[src/rtl/hsss_pkg.sv]
`default_nettype none
// ----------------------------------------------------------------------------
// Half-step sequencer package
// Shared widths, operation and register codes, the step conversion constants
// and the eight-phase coil pattern table.
// ----------------------------------------------------------------------------
package hsss_pkg;

	localparam int ANGLE_FRAC_BITS = 4;

	localparam int OP_W    = 2;
	localparam int ANGLE_W = 18;
	localparam int MAG_W   = 18;
	localparam int SPR_W   = 16;
	localparam int DELAY_W = 8;
	localparam int STEP_W  = 16;
	localparam int COIL_W  = 4;
	localparam int CFG_IDX_W  = 1;
	localparam int CFG_DATA_W = 16;

	localparam logic [OP_W-1:0] OP_TICK = 2'd0;
	localparam logic [OP_W-1:0] OP_MOVE = 2'd1;
	localparam logic [OP_W-1:0] OP_STOP = 2'd2;

	localparam logic [CFG_IDX_W-1:0] REG_STEP_DELAY    = 1'd0;
	localparam logic [CFG_IDX_W-1:0] REG_STEPS_PER_REV = 1'd1;

	localparam logic [DELAY_W-1:0] STEP_DELAY_RESET    = 8'd2;
	localparam logic [SPR_W-1:0]   STEPS_PER_REV_RESET = 16'd2720;

	// One revolution is 360 << ANGLE_FRAC_BITS units, which is 45 << (3 + ANGLE_FRAC_BITS).
	localparam int PROD_W      = MAG_W + SPR_W;
	localparam int DEN_SHIFT   = 3 + ANGLE_FRAC_BITS;
	localparam int QUOT_IN_W   = PROD_W - DEN_SHIFT;
	localparam int DIV_ODD     = 45;
	localparam int RECIP_SHIFT = 37;
	localparam int RECIP_W     = 32;
	localparam logic [RECIP_W-1:0] RECIP_45 =
		RECIP_W'(((64'd1 << RECIP_SHIFT) + 64'(DIV_ODD) - 64'd1) / 64'(DIV_ODD));
	localparam int QUOT_W      = QUOT_IN_W + RECIP_W - RECIP_SHIFT;

	function automatic logic [COIL_W-1:0] coil_of_phase(input logic [2:0] ph);
		logic [COIL_W-1:0] c;
		case (ph)
			3'd0: c = 4'hE;
			3'd1: c = 4'hC;
			3'd2: c = 4'hD;
			3'd3: c = 4'h9;
			3'd4: c = 4'hB;
			3'd5: c = 4'h3;
			3'd6: c = 4'h7;
			default: c = 4'h6;
		endcase
		return c;
	endfunction

endpackage
`default_nettype wire

[src/rtl/hsss_step_conv.sv]
`default_nettype none
// ----------------------------------------------------------------------------
// Step count conversion
// Divides the registered angle-times-resolution product by one revolution
// through a shift and a reciprocal multiplication, and saturates to 16 bits.
// ----------------------------------------------------------------------------
module hsss_step_conv
	import hsss_pkg::*;
(
	input  wire logic [PROD_W-1:0] prod,
	output logic      [STEP_W-1:0] steps
);

	logic [QUOT_IN_W-1:0]         num;
	logic [QUOT_IN_W+RECIP_W-1:0] scaled;
	logic [QUOT_W-1:0]            quot;

	assign num    = prod[PROD_W-1:DEN_SHIFT];
	assign scaled = (QUOT_IN_W+RECIP_W)'(num) * (QUOT_IN_W+RECIP_W)'(RECIP_45);
	assign quot   = scaled[QUOT_IN_W+RECIP_W-1:RECIP_SHIFT];
	assign steps  = (|quot[QUOT_W-1:STEP_W]) ? {STEP_W{1'b1}} : quot[STEP_W-1:0];

endmodule
`default_nettype wire

[src/rtl/half_step_stepper_sequencer.sv]
`default_nettype none
// ----------------------------------------------------------------------------
// Half-step stepper sequencer
// Four-coil eight-phase stepper driver taking tick, move and stop requests.
// ----------------------------------------------------------------------------
// Each request gives one result, which reaches the outputs through both
// stages and the output register, and a new request is accepted in every
// cycle in which the pipeline does not hold. The first stage takes the angle
// magnitude, the second holds the product with the steps-per-revolution
// register, and the third divides by one revolution, updates the step state
// and loads the output register. The pipeline holds only when the output
// register and both stages are full and the result is not taken.
module half_step_stepper_sequencer
	import hsss_pkg::*;
(
	input  wire logic                  clk,
	input  wire logic                  arst_n,
	input  wire logic                  in_valid,
	output logic                       in_stall,
	input  wire logic [OP_W-1:0]       operation,
	input  wire logic signed [ANGLE_W-1:0] angle_q4,
	output logic                       out_valid,
	input  wire logic                  out_stall,
	output logic      [COIL_W-1:0]     coil_pattern,
	output logic                       busy_res,
	output logic                       rejected,
	output logic      [STEP_W-1:0]     steps_left,
	input  wire logic                  cfg_valid,
	output logic                       cfg_ready,
	input  wire logic [CFG_IDX_W-1:0]  cfg_index,
	input  wire logic [CFG_DATA_W-1:0] cfg_data
);

	logic               valid_s1, valid_s2, out_valid_q;
	logic [OP_W-1:0]    op_s1, op_s2;
	logic               neg_s1, neg_s2;
	logic [MAG_W-1:0]   mag_s1;
	logic [PROD_W-1:0]  prod_s2;
	logic [DELAY_W-1:0] step_delay_q;
	logic [SPR_W-1:0]   steps_per_rev_q;
	logic [STEP_W-1:0]  step_index_q;
	logic [DELAY_W-1:0] hold_count_q;
	logic               reverse_dir_q;
	logic [COIL_W-1:0]  coil_reg_q;
	logic [COIL_W-1:0]  coil_out_q;
	logic               busy_out_q, rej_out_q;
	logic [STEP_W-1:0]  steps_out_q;

	logic               out_free, adv_s2, adv_s1;
	logic [MAG_W-1:0]   mag_in;
	logic [STEP_W-1:0]  conv_steps;
	logic [STEP_W-1:0]  idx_d, idx_dec;
	logic [DELAY_W-1:0] hold_d;
	logic               rev_d, rej_d;
	logic [COIL_W-1:0]  coil_d;

	assign out_free = ~out_valid_q | ~out_stall;
	assign adv_s2   = ~valid_s2 | out_free;
	assign adv_s1   = ~valid_s1 | adv_s2;
	assign in_stall = ~adv_s1;
	assign cfg_ready = 1'b1;

	assign mag_in = angle_q4[ANGLE_W-1] ? MAG_W'(-angle_q4) : MAG_W'(angle_q4);

	always_ff @(posedge clk or negedge arst_n) begin
		if (!arst_n) begin
			valid_s1    <= 1'b0;
			valid_s2    <= 1'b0;
			out_valid_q <= 1'b0;
		end else begin
			if (adv_s1)
				valid_s1 <= in_valid;
			if (adv_s2)
				valid_s2 <= valid_s1;
			if (out_free)
				out_valid_q <= valid_s2;
		end
	end

	always_ff @(posedge clk) begin
		if (adv_s1 && in_valid) begin
			op_s1  <= operation;
			neg_s1 <= angle_q4[ANGLE_W-1];
			mag_s1 <= mag_in;
		end
		if (adv_s2 && valid_s1) begin
			op_s2   <= op_s1;
			neg_s2  <= neg_s1;
			prod_s2 <= PROD_W'(mag_s1) * PROD_W'(steps_per_rev_q);
		end
		if (out_free && valid_s2) begin
			coil_out_q  <= coil_d;
			busy_out_q  <= (idx_d != '0);
			rej_out_q   <= rej_d;
			steps_out_q <= idx_d;
		end
	end

	always_ff @(posedge clk or negedge arst_n) begin
		if (!arst_n) begin
			step_delay_q    <= STEP_DELAY_RESET;
			steps_per_rev_q <= STEPS_PER_REV_RESET;
		end else if (cfg_valid) begin
			unique case (cfg_index)
				REG_STEP_DELAY:    step_delay_q    <= cfg_data[DELAY_W-1:0];
				REG_STEPS_PER_REV: steps_per_rev_q <= cfg_data[SPR_W-1:0];
				default: ;
			endcase
		end
	end

	hsss_step_conv u_step_conv (
		.prod  (prod_s2),
		.steps (conv_steps)
	);

	always_comb begin
		idx_d   = step_index_q;
		hold_d  = hold_count_q;
		rev_d   = reverse_dir_q;
		coil_d  = coil_reg_q;
		rej_d   = 1'b0;
		idx_dec = step_index_q - STEP_W'(1);
		unique case (op_s2)
			OP_TICK: begin
				if (step_index_q != '0) begin
					if (hold_count_q <= DELAY_W'(1)) begin
						idx_d = idx_dec;
						if (idx_dec != '0) begin
							coil_d = coil_of_phase(reverse_dir_q ? ~idx_dec[2:0] : idx_dec[2:0]);
							hold_d = step_delay_q;
						end else begin
							hold_d = '0;
						end
					end else begin
						hold_d = hold_count_q - DELAY_W'(1);
					end
				end
			end
			OP_MOVE: begin
				if (step_index_q != '0) begin
					rej_d = 1'b1;
				end else if (conv_steps != '0) begin
					idx_d  = conv_steps;
					rev_d  = neg_s2;
					coil_d = coil_of_phase(neg_s2 ? ~conv_steps[2:0] : conv_steps[2:0]);
					hold_d = step_delay_q;
				end
			end
			OP_STOP: begin
				coil_d = '0;
				idx_d  = '0;
				hold_d = '0;
			end
			default: ;
		endcase
	end

	always_ff @(posedge clk or negedge arst_n) begin
		if (!arst_n) begin
			step_index_q  <= '0;
			hold_count_q  <= '0;
			reverse_dir_q <= 1'b0;
			coil_reg_q    <= '0;
		end else if (out_free && valid_s2) begin
			step_index_q  <= idx_d;
			hold_count_q  <= hold_d;
			reverse_dir_q <= rev_d;
			coil_reg_q    <= coil_d;
		end
	end

	assign out_valid    = out_valid_q;
	assign coil_pattern = coil_out_q;
	assign busy_res     = busy_out_q;
	assign rejected     = rej_out_q;
	assign steps_left   = steps_out_q;

endmodule
`default_nettype wire
[config.mk]
export PLATFORM = sky130hd
export DESIGN_NAME = half_step_stepper_sequencer
export DESIGN_NICKNAME = d
export VERILOG_FILES = /design/src/rtl/hsss_pkg.sv /design/src/rtl/hsss_step_conv.sv /design/src/rtl/half_step_stepper_sequencer.sv
export SDC_FILE = /design/constraint.sdc
export NUM_CORES = 2
export LEC_CHECK = 0
export BUFFER_PORTS_ARGS = -buffer_cell sky130_fd_sc_hd__buf_2
export CAP_MARGIN = 20
export CORE_UTILIZATION = 70
export CTS_BUF_LIST = sky130_fd_sc_hd__clkbuf_8 sky130_fd_sc_hd__clkbuf_16
export DETAILED_ROUTE_END_ITERATION = 8
export PLACE_DENSITY = 0.88
export SLEW_MARGIN = 0
export SYNTH_ARGS = -nofsm -noshare
export SYNTH_HDL_FRONTEND = slang
export SYNTH_SLANG_ARGS = --single-unit
[constraint.sdc]
create_clock -name clk -period 23.7 [get_ports clk]
set_input_delay 2.37 -clock clk [delete_from_list [all_inputs] [get_ports clk]]
set_output_delay 2.37 -clock clk [all_outputs]
set_load 0.005 [all_outputs]
==> impl_metrics.yaml <==
outcome:
  run_status: "finished clean"
yosys:
  netlist_area_um2: 27300
  synth_mux_area_share_pct: 1.54
  synth_top_cells_by_count: "inv_1 (723), fa_1 (473), ha_1 (355)"
  synth_top_flop_cell: "edfxtp_1"
  postSynthAreaPerCell_um2: 9.35
  synth_sequential_area_ratio_pct: 13.2
  yosys.cell_types.count: 90
  synth.most_common_cell: "inv_1"
  synthXorXnorAreaFrac_pct: 2.09
  ys.warnings.count: 0
  synth_compound_gate_area_share_pct: 9.05
  synth_top_family_by_area: "adder cells"
  synthArstFlopShare_pct: 43.4
  postSynthCellCount: 2919
  postSynthRegisterBits: 129
  yosys.area_share.adder_pct: 51.0
  yosys-top-cells-area: "fa_1 (35%), ha_1 (16%), inv_1 (9.9%), edfxtp_1 (8.0%), dfrtp_1 (4.7%)"
  synth-edff-count: 73
  synth_nets: 3789
  post_synth_and_or_nand_nor_area_fraction_pct: 12.0
  post-synth-top-area-fraction_pct: 34.7
  synth.largest_area_cell: "fa_1"
finish:
  finish.net_count: 3804
  final_layout_size_suffix_gt1_share_pct: 5.97
  final_cell_area_excluding_filler_cells_um2: 28700
  fill_cells: 2570
  seqCellArea_um2: 3600
  synthToLayoutAreaGrowth_pct: 4.95
  post-route-util_pct: 75.4
  multi_input_logic_area_um2: 20700
global_route:
  first_pass_grt_wire_length_um: 123000
  grt_antenna_before_repair: 0
  first_global_vias: 22800
  total_routing_usage_gr_pct: 41.4
  gr-total-overflow: 0
  grt_start_max_net_pins: 57
routing:
  wl_met1_um: 30300
  drt_wl_total_um: 77000
  detail-route-antenna-nets: 0
  detailed_route_wire_length_per_cell_um: 22.3
  drt-initial-drc-count: 1887
  met3WireLength_um: 7010
  route.detailed.vias_per_inst: 6.10
  route.vias.total: 21100
  drtPass1Iterations: 7
  remaining_drc_errors: 0
  top_signal_layer_used: "met4"
  dr_wl_met2_um: 35800
place:
  place.port_buffers: 65
  finalWeightedCongestion: 1.03
  dpl-instance-area_um2: 28000
  detailedPlacementHpwl_um: 64200
clock_network:
  ctsResizeCount: 0
  clock_buffer_count_from_cts: 17
  cts_setup_buffers: 0
  ctsLongestPathBuffers: 2
  htree_num_levels: 4
  number_of_sinks_driven_by_the_clock_tree: 129
  cts.reportedPaths.clkPinSlew_ns: 0.07
  clk-insertion-delay-late_ns: 0.45
  cts_tree: "yes"
  cts_hold_buf: 0
  cts_root_buffer: "clkbuf_16"
sta:
  worst_slew_pin_slew_ns: 1.01
  timing_hold_violations_final: 0
  timing.hold.ws_ns: 0.422
  final.setup.tns_ns: 0
  unrepaired_setup_endpoints_after_global_routing: "false"
  timing.clock.skew_ns: 0.0178
  post-route-min-period_ns: 8.89
  setup_violations: 0
  final-max-slew-violation-count: 0
  fin_crit_sh_pct: 37.5
  max_clock_freq_mhz: 112
  slew-limit-headroom_pct: 32.7
worst_setup_path:
  worst_setup_path_end_kind: "flop"
  worstSetupStartpointType: "flop"
  critPathKind: "reg -> reg"
  worst_r2r_endpoint: "busy_res$_DFFE_PP_"
  critical_path.max_fanout: 11
  crit-reg2reg-launch: "prod_s2[20]$_DFFE_PP_"
  timing.reg2reg.setup_slack_ns: 14.81
  critical_path.most_common_cell: "inv_1"
  slowest_stage: "fa_1"
  worst-r2r-cell-count: 28
  crit_path_arrival_time_ns: 9.07
  critical_path.max_stage_delay_ns: 0.57
  cp.required_ns: 23.88
floorplanning:
  io-pin-count: 67
  die-width_um: 199
  initial_utilization_pct: 71.8
  num_rows: 71
  core_area_um2: 38000
  die_height_um: 199
  fp.dieArea_um2: 39800
flow_run:
  drv_cap: 0
min_path:
  hold_path_startpoint: "op_s1[0]$_DFFE_PP_"
  worst_hold_path.num_cells: 0
  worst_hold_path_type: "reg -> reg"
  min_to: "op_s2[0]$_DFFE_PP_"
-- worst max-delay path: cells and delay by family, from the launching register on --
family	cells	cell delay, ns
buf+inv	6	0.37
simple gates	7	2.03
flops	1	0.49
compound gates	6	1.67
xor+xnor	1	0.43
fa+ha+maj	8	3.62
-- kinds of logic after synthesis --
group / Yosys count
fa+ha+maj: 828
buf+inv: 805
simple gates: 687
compound gates: 366
flops: 129
xor+xnor: 65
mux: 38
other cells: 1
-- layer usage --
metal | vias up | GRT usage, %
met5 | - | 0
met3 | 246 | 8.12
li1 | 9243 | -
met2 | 1159 | 67.5
met1 | 10400 | 53.6
met4 | 0 | 19.0
-- how the worst max path moves through the flow --
stage | start | end | cells after the start
5_1_grt | prod_s2[24]$_DFFE_PP_ | hold_count_q[2]$_DFFE_PN0P_ | 26
3_3_place_gp | prod_s2[31]$_DFFE_PP_ | busy_res$_DFFE_PP_ | 28
4_1_cts | prod_s2[31]$_DFFE_PP_ | busy_res$_DFFE_PP_ | 28
3_5_place_dp | prod_s2[31]$_DFFE_PP_ | busy_res$_DFFE_PP_ | 28
6_report | prod_s2[20]$_DFFE_PP_ | busy_res$_DFFE_PP_ | 28
2_1_floorplan | prod_s2[31]$_DFFE_PP_ | busy_res$_DFFE_PP_ | 29
-- layout make-up --
class | count | area share [%]
diodes | 1 | 0.00873
multi-input cells | 1985 | 72.1
well taps | 511 | 2.23
inverters | 724 | 9.49
repair buffers | 77 | 1.45
clock buffers | 18 | 1.57
flip-flops and latches | 129 | 12.6
clock inverters | 14 | 0.563
-- stage by stage --
stage | setup slack, ns | std cells
5_1_grt | 14.35 | 3458
6_report | 14.81 | 3459
3_5_place_dp | 14.95 | 3426
4_1_cts | 14.90 | 3458
3_3_place_gp | 15.00 | 3426
2_1_floorplan | 15.93 | 2919
-- cells in the final DEF (no fill, tap or decap), types with 5 or more instances in the layout --
| master | n |
|---|---|
| o21ai_0 | 83 |
| nand2b_1 | 9 |
| and2_1 | 108 |
| o21a_1 | 21 |
| o21bai_1 | 12 |
| a31oi_1 | 10 |
| inv_1 | 723 |
| fa_1 | 473 |
| dfrtp_1 | 51 |
| xnor2_1 | 45 |
| nor2b_1 | 8 |
| xor2_1 | 20 |
| edfxtp_1 | 73 |
| or4_1 | 7 |
| a211oi_1 | 15 |
| nand3_1 | 29 |
| mux2i_1 | 5 |
| ha_1 | 355 |
| a221oi_1 | 7 |
| clkbuf_16 | 18 |
| nand2_1 | 306 |
| and3_1 | 15 |
| mux2_2 | 33 |
| o31ai_1 | 5 |
| o221ai_1 | 5 |
| a22oi_1 | 11 |
| o22ai_1 | 5 |
| or3_1 | 14 |
| a21o_1 | 27 |
| dfstp_2 | 5 |
| nor2_1 | 91 |
| a221o_1 | 7 |
| nand4_1 | 21 |
| nor4_1 | 12 |
| nor3_1 | 43 |
| buf_4 | 12 |
| inv_8 | 5 |
| a21oi_1 | 89 |
| o211ai_1 | 12 |
| buf_2 | 65 |
-- flip-flops by register name, indices dropped and copies added (netlist names), 4 cells and up --
register	count
coil_pattern	4
coil_reg_q	4
hold_count_q	8
mag_s1	18
prod_s2	27
step_delay_q	8
step_index_q	16
steps_left	16
steps_per_rev_q	16
Power is not shown: default switching activity piles up to over one toggle a cycle in this logic, so the estimate is an artifact.
